--- config.mk ---
export PLATFORM = sky130hd
export DESIGN_NAME = fpa_div_cell
export DESIGN_NICKNAME = d
export VERILOG_FILES = /design/src/design/fpa_pkg.sv /design/src/design/fpa_div_cell.sv
export SDC_FILE = /design/constraint.sdc
export NUM_CORES = 1
export LEC_CHECK = 0
export ABC_AREA = 1
export BUFFER_PORTS_ARGS = -buffer_cell sky130_fd_sc_hd__buf_2
export CAP_MARGIN = 0
export CELL_PAD_IN_SITES_DETAIL_PLACEMENT = 0
export CELL_PAD_IN_SITES_GLOBAL_PLACEMENT = 1
export CORE_UTILIZATION = 33
export CTS_BUF_LIST = sky130_fd_sc_hd__clkbuf_4
export DETAILED_ROUTE_END_ITERATION = 10
export GPL_TIMING_DRIVEN = 0
export HOLD_SLACK_MARGIN = 0.05
export PLACE_DENSITY_LB_ADDON = 0.15
export SKIP_CTS_REPAIR_TIMING = 1
export SLEW_MARGIN = 20
export SYNTH_ARGS = -nofsm -noshare
export SYNTH_HDL_FRONTEND = slang
export SYNTH_SLANG_ARGS = --single-unit
export TNS_END_PERCENT = 20
--- constraint.sdc ---
create_clock -name clk -period 4.2 [get_ports clk]
set_clock_uncertainty 0.05 [all_clocks]
set_input_delay 0.21 -clock clk [delete_from_list [all_inputs] [get_ports clk]]
set_output_delay 0.21 -clock clk [all_outputs]
set_load 0.02 [all_outputs]
--- src/design/fpa_pkg.sv ---
// Package for the fixed-point ALU: op codes, payload structs and constants.
package fpa_pkg;

  localparam int FRAC_BITS_DEF = 8;
  localparam int DATA_W = 32;
  localparam int DIV_STEPS = 64;

  localparam logic [3:0] OP_ADD = 4'd0;
  localparam logic [3:0] OP_SUB = 4'd1;
  localparam logic [3:0] OP_MUL = 4'd2;
  localparam logic [3:0] OP_DIV = 4'd3;
  localparam logic [3:0] OP_GT  = 4'd4;
  localparam logic [3:0] OP_LT  = 4'd5;
  localparam logic [3:0] OP_GE  = 4'd6;
  localparam logic [3:0] OP_LE  = 4'd7;
  localparam logic [3:0] OP_EQ  = 4'd8;
  localparam logic [3:0] OP_NE  = 4'd9;
  localparam logic [3:0] OP_MIN = 4'd10;
  localparam logic [3:0] OP_MAX = 4'd11;
  localparam logic [3:0] OP_INC = 4'd12;
  localparam logic [3:0] OP_DEC = 4'd13;
  localparam logic [3:0] OP_FROM_INT = 4'd14;
  localparam logic [3:0] OP_TO_INT = 4'd15;

  typedef struct packed {
    logic [3:0]         op;
    logic signed [31:0] operand_a;
    logic signed [31:0] operand_b;
  } in_item_t;

  typedef struct packed {
    logic signed [31:0] result;
    logic               compare_true;
    logic               divide_by_zero;
  } out_item_t;

  // Data passed from cell to cell along the divider chain.
  typedef struct packed {
    logic        vld;
    logic [63:0] quo;   // dividend bits shifting out, quotient bits shifting in
    logic [32:0] rem;
    logic [31:0] dvs;   // divisor magnitude
    logic        neg;   // quotient sign
    logic        div;   // item is a divide with a nonzero divisor
    out_item_t   early; // result and flags of ops other than a divide by nonzero
  } cell_t;

endpackage

--- src/design/fpa_div_cell.sv ---
// One restoring-division cell: retires one quotient bit per cycle while en is high.
module fpa_div_cell import fpa_pkg::*; (
  input  logic  clk,
  input  logic  rst_n,
  input  logic  en,
  input  cell_t cell_i,
  output cell_t cell_o
);

  cell_t cell_r, cell_nxt;

  always_comb begin
    logic [32:0] trial;
    logic [33:0] diff;
    cell_nxt = cell_i;
    trial = {cell_i.rem[31:0], cell_i.quo[63]};
    diff = {1'b0, trial} - {2'b0, cell_i.dvs};
    if (!diff[33]) begin
      cell_nxt.rem = diff[32:0];
      cell_nxt.quo = {cell_i.quo[62:0], 1'b1};
    end else begin
      cell_nxt.rem = trial;
      cell_nxt.quo = {cell_i.quo[62:0], 1'b0};
    end
  end

  always_ff @(posedge clk) begin
    if (!rst_n) begin
      cell_r.vld <= 1'b0;
    end else if (en) begin
      cell_r <= cell_nxt;
    end
  end

  assign cell_o = cell_r;

endmodule

==> impl_summary.log <==
INFO  metric status = complete, no violations
INFO  metric setup_violations = 0
INFO  metric pin_count = roughly 340
INFO  metric global_route.usage.total = 20.3%
INFO  metric worstPathArrival = 2810 ps
INFO  metric synth-seq-cells = roughly 170
INFO  metric critical_path.max_fanout = 4
INFO  metric crit_path_leading_delay_family = simple AND/OR/NAND/NOR gates
INFO  metric io_buffers = ~330
INFO  metric place.gp.congestion = around 0.85
INFO  metric wire_per_inst = 16.4 µm
INFO  metric synth_fa_ha_area_share = 5.13%
INFO  metric cp_num_buf_inv = 4
INFO  metric postSynthNetCount = 1032
INFO  metric syn-cell-area = approximately 0.0082 mm²
INFO  metric layout.nets = about 1.6k
INFO  metric htree_num_levels = 4
INFO  metric grt_max_degree = just under 100
INFO  metric power_density = between 300 and 400 mW/mm²
INFO  metric layoutNonFillerInstCount = roughly 1.7k
INFO  metric floorplan.die_area = approximately 0.025 mm²
INFO  metric wirelength = 27600 µm
INFO  metric slew-limit-headroom = approximately 66%
INFO  metric crit_path_top_delay_cell = sky130_fd_sc_hd__dlygate4sd3_1
INFO  metric die_y = around 160 µm
INFO  metric clkSinkCount = roughly 170
INFO  metric timing.critical_path.from_type = primary input
INFO  metric routed_via_density = ~4.4
INFO  metric cts_tree = built
INFO  metric yosys-mux-area-fraction = 0%
INFO  metric fmaxAchievable = between 0.3 and 0.4 GHz
INFO  metric report.final.hold_viol_count = 0
INFO  metric worst_pin_slew = 508 ps
INFO  metric postLayoutCoreUtil = 50.4%
INFO  metric synth_enable_flop_cells = ~170
INFO  metric syn-instance-count = 830
INFO  metric core_area = ~0.024 mm²
INFO  metric holdCritPathClass = in2reg
INFO  metric dominant_combinational_cell_family_by_area_after_synthesis = simple AND/OR/NAND/NOR gates
INFO  metric dominantRegCellSynth = sky130_fd_sc_hd__edfxtp_1
INFO  metric p_leak = between 0.005 and 0.006 µW
INFO  metric syn_avg_cell_area = slightly below 10 µm²
INFO  metric post_synth_xor_area_fraction = between 1.5 and 2%
INFO  metric hold-worst-slack = roughly 250 ps
INFO  metric std_cell_rows = 57
INFO  metric clkSlewWorstSetupHoldPaths = 180 ps
INFO  metric vias_in_the_first_global_route = 6455
INFO  metric timing_max_transition_violations_final = 0
INFO  metric synthArstFlopShare = 0%
INFO  metric power.ir.vdd_worst = between 0.00015 and 0.0002 V
INFO  metric setup.worst_path.class = in2reg
INFO  metric endpoint_kind = flop
INFO  metric min_period = 2510 ps
INFO  metric clockBufferDepth = 2
INFO  metric flow.area_growth_from_synthesis = 49.8%
INFO  metric antenna_viol_nets_final = 0
INFO  metric worst_path_largest_cell_delay = between 500 and 600 ps
INFO  metric final.period_utilization = roughly 60%
INFO  metric dp_hpwl = 20700 µm
INFO  metric wire_length_of_the_first_global_routing_pass = ~38000 µm
INFO  metric worstPathRequired = roughly 4500 ps
INFO  metric place.detailed.instances = about 1.5k
INFO  metric synth_simple_gate_area_share = approximately 23%
INFO  metric netlist-cell-type-count = 31
INFO  metric seq_area_frac_synth = between 60 and 70%
INFO  metric drive_gt1_share = 29.3%
INFO  metric numCtsBuffers = 17
INFO  metric cp_cell_sequence = dlygate4sd3_1, buf_2, inv_1, ha_1, inv_1, fa_1, nand3_1, nand3_1, nand2_1, nand2_1, nand2_1, nand2_1, nand2_1, nand3_1, nand3_2, nand2_1
INFO  metric synthesis.yosys.warnings = 0
INFO  metric number_of_antenna_violations_at_the_first_check_in_global_routing = 1
INFO  metric worst_skew_pair.late_latency = about 570 ps
INFO  metric cpMostUsedCell = sky130_fd_sc_hd__nand2_1
INFO  metric largest_register_ffs = ~170
INFO  metric timing.max_cap.violations = 0
INFO  metric via_count_of_the_routed_design = between 7k and 8k
INFO  metric report.power.total = between 4000 and 5000 µW
INFO  metric grt_remaining_overflow = 0
INFO  metric cts_root_buffer = sky130_fd_sc_hd__clkbuf_4
INFO  metric drt_pre_antenna_iters = 5
INFO  metric detail_route.drc_violations = 0
INFO  metric floorplan.initialDensity = 33.7%
INFO  metric synth_compound_gate_area_share = between 2 and 2.5%
INFO  metric detail_route.iter0.violations = approximately 540
INFO  metric die_width = approximately 160 µm
INFO  metric rsz0062_at_grt = false
-- synth_stat cells (all sizes together), types with 2 or more instances --
library cell	instances	area, µm²
inv	154	578
nand3	73	420
or2	2	12.5
ha	32	400
xor2	15	131
a21oi	22	121
o21bai	4	33.8
nand4	8	50.1
nor3	4	25.0
nand2	281	1070
nor2	38	148
edfxtp	165	4950
buf	9	67.6
nand3b	5	37.5
o21ai	3	15.0
and2	12	75.1
-- worst register-to-register path, cell delays in order, from the launching register on --
cell and delay, ps:
sky130_fd_sc_hd__dfxtp_1 350, sky130_fd_sc_hd__o21ai_0 170, sky130_fd_sc_hd__a21oi_1 60, sky130_fd_sc_hd__dlygate4sd3_1 550
-- final cells by class --
cell class	count	area (µm²)
Antenna cell	1	2.50
Tap cell	324	405
Fill cell	2348	12100
Buffer	9	67.6
Clock inverter	15	178
Sequential cell	166	4970
Inverter	154	586
Timing Repair Buffer	500	3360
Clock buffer	17	128
Multi-Input combinational cell	501	2570
-- cells in the final DEF, fill, tap and decap left out, types with 3 or more instances in the layout --
cell type / netlist / final
sky130_fd_sc_hd__a21oi_1: 21 / 21
sky130_fd_sc_hd__and2_1: 12 / 12
sky130_fd_sc_hd__buf_2: 6 / 339
sky130_fd_sc_hd__clkbuf_4: 0 / 17
sky130_fd_sc_hd__dlygate4sd3_1: 0 / 166
sky130_fd_sc_hd__edfxtp_1: 165 / 165
sky130_fd_sc_hd__ha_1: 32 / 32
sky130_fd_sc_hd__inv_1: 152 / 151
sky130_fd_sc_hd__inv_6: 0 / 3
sky130_fd_sc_hd__inv_8: 0 / 7
sky130_fd_sc_hd__nand2_1: 276 / 276
sky130_fd_sc_hd__nand2_2: 4 / 4
sky130_fd_sc_hd__nand3_1: 62 / 62
sky130_fd_sc_hd__nand3_2: 11 / 11
sky130_fd_sc_hd__nand3b_1: 5 / 5
sky130_fd_sc_hd__nand4_1: 8 / 8
sky130_fd_sc_hd__nor2_1: 36 / 36
sky130_fd_sc_hd__nor3_1: 3 / 3
sky130_fd_sc_hd__o21bai_1: 3 / 3
sky130_fd_sc_hd__xor2_1: 15 / 15
-- final timing paths --
| path | from | endpoint | cells past startpoint | slack (ps) |
|---|---|---|---|---|
| worst max register to register | cell_o[165] | cell_o[165] | 3 | 2940 |
| worst max-delay path | cell_i[164] | cell_o[96] | 16 | 1690 |
| worst min register to register | cell_o[165] | cell_o[165] | 3 | 1090 |
| worst min-delay path | rst_n | cell_o[103] | 3 | 250 |
-- metal layers --
metal | vias up | share of wire [%] | track usage (%) | wire length, µm
li1 | 3719 | - | - | -
met1 | 3399 | 41 | 24.1 | 11300
met2 | 226 | 53 | 36.8 | 14600
met3 | 18 | 4.9 | 4.51 | 1340
met4 | 0 | 1.4 | 5.03 | 385
met5 | - | 0 | 0 | 0
-- report_power, final --
group / total [µW] / internal, µW / switching [µW]
registers: 2000 / 1970 / 27.7
clock network: 1030 / 334 / 694
logic: 1010 / 397 / 612
-- logic make-up (layout without fill, tap and decap cells) --
logic type	Yosys count	in the layout
compound gates	29	29
xor+xnor	15	15
fa+ha+maj	33	33
buf+inv	163	695
flops	166	166
other cells	0	1
simple gates	424	424
-- through the flow --
| stage | cell area, µm² | worst slack, ps | setup TNS, ps |
|---|---|---|---|
| floorplan | 8190 | 215 | 0 |
| global placement | 10300 | -1270 | -205950 |
| detailed placement | 10300 | 1610 | 0 |
| CTS | 10600 | 2270 | 0 |
| global route | 12300 | 1510 | 0 |
| finish | 12300 | 1690 | 0 |
No activity file was read; power rests on OpenSTA's default activity.
