[config.mk]
export PLATFORM = sky130hd
export DESIGN_NAME = fpa_front
export DESIGN_NICKNAME = d
export VERILOG_FILES = /design/src/design/fpa_pkg.sv /design/src/design/fpa_front.sv
export SDC_FILE = /design/constraint.sdc
export NUM_CORES = 2
export LEC_CHECK = 0
export ABC_AREA = 1
export BUFFER_PORTS_ARGS = -buffer_cell sky130_fd_sc_hd__clkbuf_2
export CAP_MARGIN = 20
export CORE_MARGIN = 2
export CORE_UTILIZATION = 65
export DETAILED_ROUTE_END_ITERATION = 16
export PLACE_DENSITY_LB_ADDON = 0.12
export SLEW_MARGIN = 20
export SYNTH_ARGS = -nofsm -noshare
export SYNTH_HDL_FRONTEND = slang
export SYNTH_SLANG_ARGS = --single-unit
[constraint.sdc]
create_clock -name clk -period 8.5 [get_ports clk]
set_input_delay 0.425 -clock clk [delete_from_list [all_inputs] [get_ports clk]]
set_output_delay 0.425 -clock clk [all_outputs]
set_load 0.02 [all_outputs]
[src/design/fpa_pkg.sv]
// Package for the fixed-point ALU: op codes, payload structs and constants.
package fpa_pkg;

  localparam int FRAC_BITS_DEF = 8;
  localparam int DATA_W = 32;
  localparam int DIV_STEPS = 64;

  localparam logic [3:0] OP_ADD = 4'd0;
  localparam logic [3:0] OP_SUB = 4'd1;
  localparam logic [3:0] OP_MUL = 4'd2;
  localparam logic [3:0] OP_DIV = 4'd3;
  localparam logic [3:0] OP_GT  = 4'd4;
  localparam logic [3:0] OP_LT  = 4'd5;
  localparam logic [3:0] OP_GE  = 4'd6;
  localparam logic [3:0] OP_LE  = 4'd7;
  localparam logic [3:0] OP_EQ  = 4'd8;
  localparam logic [3:0] OP_NE  = 4'd9;
  localparam logic [3:0] OP_MIN = 4'd10;
  localparam logic [3:0] OP_MAX = 4'd11;
  localparam logic [3:0] OP_INC = 4'd12;
  localparam logic [3:0] OP_DEC = 4'd13;
  localparam logic [3:0] OP_FROM_INT = 4'd14;
  localparam logic [3:0] OP_TO_INT = 4'd15;

  typedef struct packed {
    logic [3:0]         op;
    logic signed [31:0] operand_a;
    logic signed [31:0] operand_b;
  } in_item_t;

  typedef struct packed {
    logic signed [31:0] result;
    logic               compare_true;
    logic               divide_by_zero;
  } out_item_t;

  // Data passed from cell to cell along the divider chain.
  typedef struct packed {
    logic        vld;
    logic [63:0] quo;   // dividend bits shifting out, quotient bits shifting in
    logic [32:0] rem;
    logic [31:0] dvs;   // divisor magnitude
    logic        neg;   // quotient sign
    logic        div;   // item is a divide with a nonzero divisor
    out_item_t   early; // result and flags of ops other than a divide by nonzero
  } cell_t;

endpackage

[src/design/fpa_front.sv]
// Front stage: decodes the op, computes the non-divide ops and the multiply, seeds the divider.
module fpa_front import fpa_pkg::*; #(
  parameter int FRAC_BITS = FRAC_BITS_DEF
) (
  input  logic     clk,
  input  logic     rst_n,
  input  logic     en,
  input  logic     in_vld,
  input  in_item_t in_item,
  output cell_t    cell_o
);

  cell_t cell_r, cell_nxt;
  logic signed [63:0] prod_r;
  logic               mul_r;
  logic               mul_vld_r;
  cell_t              hold_r;

  // Stage 1: register the product and the decoded item.
  always_comb begin
    logic signed [31:0] a, b;
    logic [31:0] amag, bmag;
    logic signed [63:0] ax;
    a = in_item.operand_a;
    b = in_item.operand_b;
    amag = a[31] ? 32'(-a) : 32'(a);
    bmag = b[31] ? 32'(-b) : 32'(b);
    ax = 64'(a);
    cell_nxt = '0;
    cell_nxt.vld = in_vld;
    cell_nxt.dvs = bmag;
    cell_nxt.neg = a[31] ^ b[31];
    cell_nxt.quo = {32'(amag >> (DATA_W - FRAC_BITS)), 32'(amag << FRAC_BITS)};
    cell_nxt.rem = '0;
    cell_nxt.div = (in_item.op == OP_DIV) && (b != 0);
    case (in_item.op)
      OP_ADD: cell_nxt.early.result = a + b;
      OP_SUB: cell_nxt.early.result = a - b;
      OP_DIV: cell_nxt.early.divide_by_zero = (b == 0);
      OP_GT:  cell_nxt.early.compare_true = a > b;
      OP_LT:  cell_nxt.early.compare_true = a < b;
      OP_GE:  cell_nxt.early.compare_true = a >= b;
      OP_LE:  cell_nxt.early.compare_true = a <= b;
      OP_EQ:  cell_nxt.early.compare_true = a == b;
      OP_NE:  cell_nxt.early.compare_true = a != b;
      OP_MIN: cell_nxt.early.result = (a < b) ? a : b;
      OP_MAX: cell_nxt.early.result = (a > b) ? a : b;
      OP_INC: cell_nxt.early.result = a + 32'sd1;
      OP_DEC: cell_nxt.early.result = a - 32'sd1;
      OP_FROM_INT: cell_nxt.early.result = a <<< FRAC_BITS;
      OP_TO_INT: begin
        // Bias negatives so the arithmetic shift truncates toward zero.
        ax = a[31] ? ax + 64'((64'sd1 <<< FRAC_BITS) - 64'sd1) : ax;
        cell_nxt.early.result = 32'(ax >>> FRAC_BITS);
      end
      default: cell_nxt.early.result = '0;
    endcase
  end

  always_ff @(posedge clk) begin
    if (!rst_n) begin
      hold_r.vld <= 1'b0;
      mul_vld_r <= 1'b0;
    end else if (en) begin
      hold_r <= cell_nxt;
      mul_vld_r <= in_vld;
      mul_r <= (in_item.op == OP_MUL);
      prod_r <= 64'(in_item.operand_a) * 64'(in_item.operand_b);
    end
  end

  // Stage 2: scale the product toward zero.
  always_comb begin
    logic signed [63:0] p;
    cell_r = hold_r;
    cell_r.vld = mul_vld_r;
    p = prod_r[63] ? prod_r + ((64'sd1 <<< FRAC_BITS) - 64'sd1) : prod_r;
    if (mul_r) cell_r.early.result = 32'(p >>> FRAC_BITS);
  end

  assign cell_o = cell_r;

endmodule

==> results.toml <==
[timing]
final_hold_viol_count = 0
max_freq_mhz = 129
fin_crit_sh_pct = 91.0
setup-tns-final_ns = 0
min_period_ns = 7.73
rsz0062_at_grt = "false"
worstMarginPinSlew_ns = 1.20
drv_slew = 0
clock-skew-final_ns = 0
slew_headroom_pct = 20.3
setup_viol = 0

[synth]
async_reset_ff_share_pct = 0
synth_top_family_by_area = "adder cells"
synth_simple_gate_area_share_pct = 19.1
synth-xor-area-share_pct = 2.10
ys_warn_count = 0
synth_fa_ha_area_share_pct = 48.4
ys_seq_elements = 143
yosysUniqueCellTypes = 57
ys.flop_type = "edfxtp_1"
netlist_area_mm2 = 0.0521
synth_cells = 6726
synth_compound_area_share_pct = 5.12
syn_avg_cell_area_um2 = 7.75
synth_seq_area_share_pct = 8.22
synth_edf_count = 142
synth_mux_area_share_pct = 0

[floorplan]
initial_core_util_pct = 65.8
rows = 103
die_w_um = 287
die_h_um = 287
die_area_mm2 = 0.0825
io_pins = 238
coreArea_mm2 = 0.0793

[worst_setup_path]
crit_type = "input port to flip-flop"
crit_required_ns = 8.76
worstReg2RegEnd = "mul_vld_r$_SDFFE_PN0P_"
rrSetupSlack_ns = 7.88
critPathMaxFanout = 32
rr_worst_depth = 2
end_kind = "flip-flop"
crit_slowest_cell = "fa_1"
arrival_ns = 7.99
max_stage_delay_ns = 0.77
cp_common_cell = "fa_1"
critPathLaunchType = "input port"
r2r_start = "mul_vld_r$_SDFFE_PN0P_"

[global_route]
grtUsageTotal_pct = 48.1
grt_pass1_wl_mm = 290
overflow = 0
grt_pass1_vias = 48065
grt_max_degree = 90
antenna_found_initial = 23

[clocking]
clk-insertion-delay-late_ns = 0.48
htreeDepth = 4
cts_tree = "done"
cts_buffers = 17
post_cts_buffers = 0
clkTransAtPathRegs_ns = 0.09
cts-resized-gates = 0
clock-sinks = 143
clock_path_buffers = 2
ctsHoldBuffers = 0
cts_root_buf = "clkbuf_16"

[route]
drc = 0
drt_wl_total_mm = 195
first_pass_iters = 8
avgViaCountPerCell = 5.95
wl_per_cell_um = 25.0
num_vias = 46283
ant_nets = 0
drt_iter0_drc = 5769

[min_path]
hold_start = "en"
hold_path_class = "input port to flip-flop"
hold_path_end = "mul_vld_r$_SDFFE_PN0P_"
min_path_cells = 2

[cells_and_area]
syn2layout_area_growth_pct = 4.01
drive_gt1_share_pct = 6.54
finalNetCount = 8138
design_area_mm2 = 0.0542

[placed_design]
dpl_cell_area_mm2 = 0.0536
dp_hpwl_mm = 158
numPortBuffers = 172
gp_congestion = 1.12

[status]
status = "finished, final reports clean"

[run]
maxCapViolations = 0
## cell usage after synthesis (3+ instances only)
master | n | share of area (%)
a21boi_0 | 6 | 0.086
a21o_1 | 17 | 0.24
a21oi_1 | 141 | 1.4
a21oi_2 | 3 | 0.050
a31oi_1 | 29 | 0.35
buf_1 | 98 | 0.71
buf_2 | 40 | 0.38
buf_4 | 138 | 2.0
buf_6 | 3 | 0.065
clkbuf_1 | 153 | 1.1
clkinv_1 | 4 | 0.029
edfxtp_1 | 142 | 8.2
fa_1 | 1084 | 42
ha_1 | 281 | 6.7
inv_1 | 1773 | 13
inv_2 | 11 | 0.079
nand2_1 | 1646 | 12
nand2_2 | 14 | 0.17
nand2_4 | 6 | 0.13
nand3_1 | 232 | 2.2
nand3_2 | 6 | 0.12
nand3b_1 | 15 | 0.22
nand4_1 | 62 | 0.74
nor2_1 | 319 | 2.3
nor2_2 | 11 | 0.13
nor2_4 | 9 | 0.19
nor3_1 | 49 | 0.47
nor4_1 | 15 | 0.18
nor4_2 | 3 | 0.072
o211ai_1 | 28 | 0.40
o21a_1 | 9 | 0.13
o21ai_0 | 181 | 1.7
o21ai_1 | 5 | 0.048
o21bai_1 | 21 | 0.30
o221ai_1 | 6 | 0.10
o31ai_1 | 11 | 0.16
or2_2 | 8 | 0.096
xnor2_1 | 29 | 0.49
xor2_1 | 96 | 1.6
## worst max-delay path, delay by kind of cell
family | cells | cell delay (ns)
adders and majority gates | 9 | 4.71
buffers and inverters | 10 | 1.71
and+or+nand+nor | 10 | 1.13
## cells by family after synthesis
family	count (synthesis)
and+or+nand+nor	2404
buffers and inverters	2222
adders and majority gates	1365
AOI/OAI and AO/OA	466
DFF	143
xor gates and xnor gates	125
other	1
## layout make-up
class,count,area [µm²]
repair buffers,324,2100
clock buffers,17,425
well taps,1050,1310
inverters,1790,6730
multi-input cells,4425,39200
fillers,6420,25000
clock inverters,15,188
flip-flops and latches,143,4280
diodes,11,27.5
## routing by layer
layer	part of all wire, %	vias up	GRT usage (%)	wire [µm]
met2	42	3601	70.9	82100
met4	8.5	8	31.5	16500
met3	14	920	15.4	27600
li1	-	19396	-	-
met5	0.026	-	0	51
met1	35	22358	61.3	68400
## flip-flops by register name (all words and copies together) (netlist names)
register	count
cell_o	68
hold_r	32
mul_r	1
prod_r	41
mul_vld_r	1
## metrics by stage
step | hold slack [ns] | setup slack (ns) | std cells | utilization (%)
detailed placement | 0.539 | 0.347 | 7732 | 67.6
floorplan | 0.502 | 0.726 | 6790 | -
CTS | 0.144 | 0.857 | 7764 | 68.4
global placement | 0.515 | 0.499 | 7732 | 67.6
global route | 0.154 | 0.465 | 7775 | 68.4
finish | 0.150 | 0.768 | 7775 | 68.4
## cell usage in the layout, fill, tap and decap left out, types with 9 or more instances in the layout
cell type and n:
a21o_1 17, a21oi_1 141, a31oi_1 29, buf_4 144, clkbuf_16 17, clkbuf_2 172
conb_1 65, diode_2 11, edfxtp_1 142, fa_1 1084, ha_1 281, inv_1 1771
inv_2 12, nand2_1 1646, nand2_2 14, nand3_1 232, nand3b_1 15, nand4_1 62
nor2_1 318, nor2_2 12, nor2_4 9, nor3_1 49, nor4_1 15, o211ai_1 28
o21a_1 9, o21ai_0 181, o21bai_1 21, o31ai_1 11, xnor2_1 29, xor2_1 96
## worst max path at each step
| stage | startpoint | to | slack, ns | depth (start not counted) |
|---|---|---|---|---|
| 3_5_place_dp | in_item[63] | prod_r[63]$_DFFE_PP_ | 0.35 | 29 |
| 2_1_floorplan | in_item[63] | prod_r[63]$_DFFE_PP_ | 0.73 | 32 |
| 5_1_grt | in_item[63] | prod_r[63]$_DFFE_PP_ | 0.46 | 29 |
| 4_1_cts | in_item[63] | prod_r[63]$_DFFE_PP_ | 0.86 | 29 |
| 3_3_place_gp | in_item[63] | prod_r[63]$_DFFE_PP_ | 0.50 | 29 |
| 6_report | in_item[63] | prod_r[63]$_DFFE_PP_ | 0.77 | 29 |
Power is not shown: default switching activity piles up to over one toggle a cycle in this logic, so the estimate is an artifact.
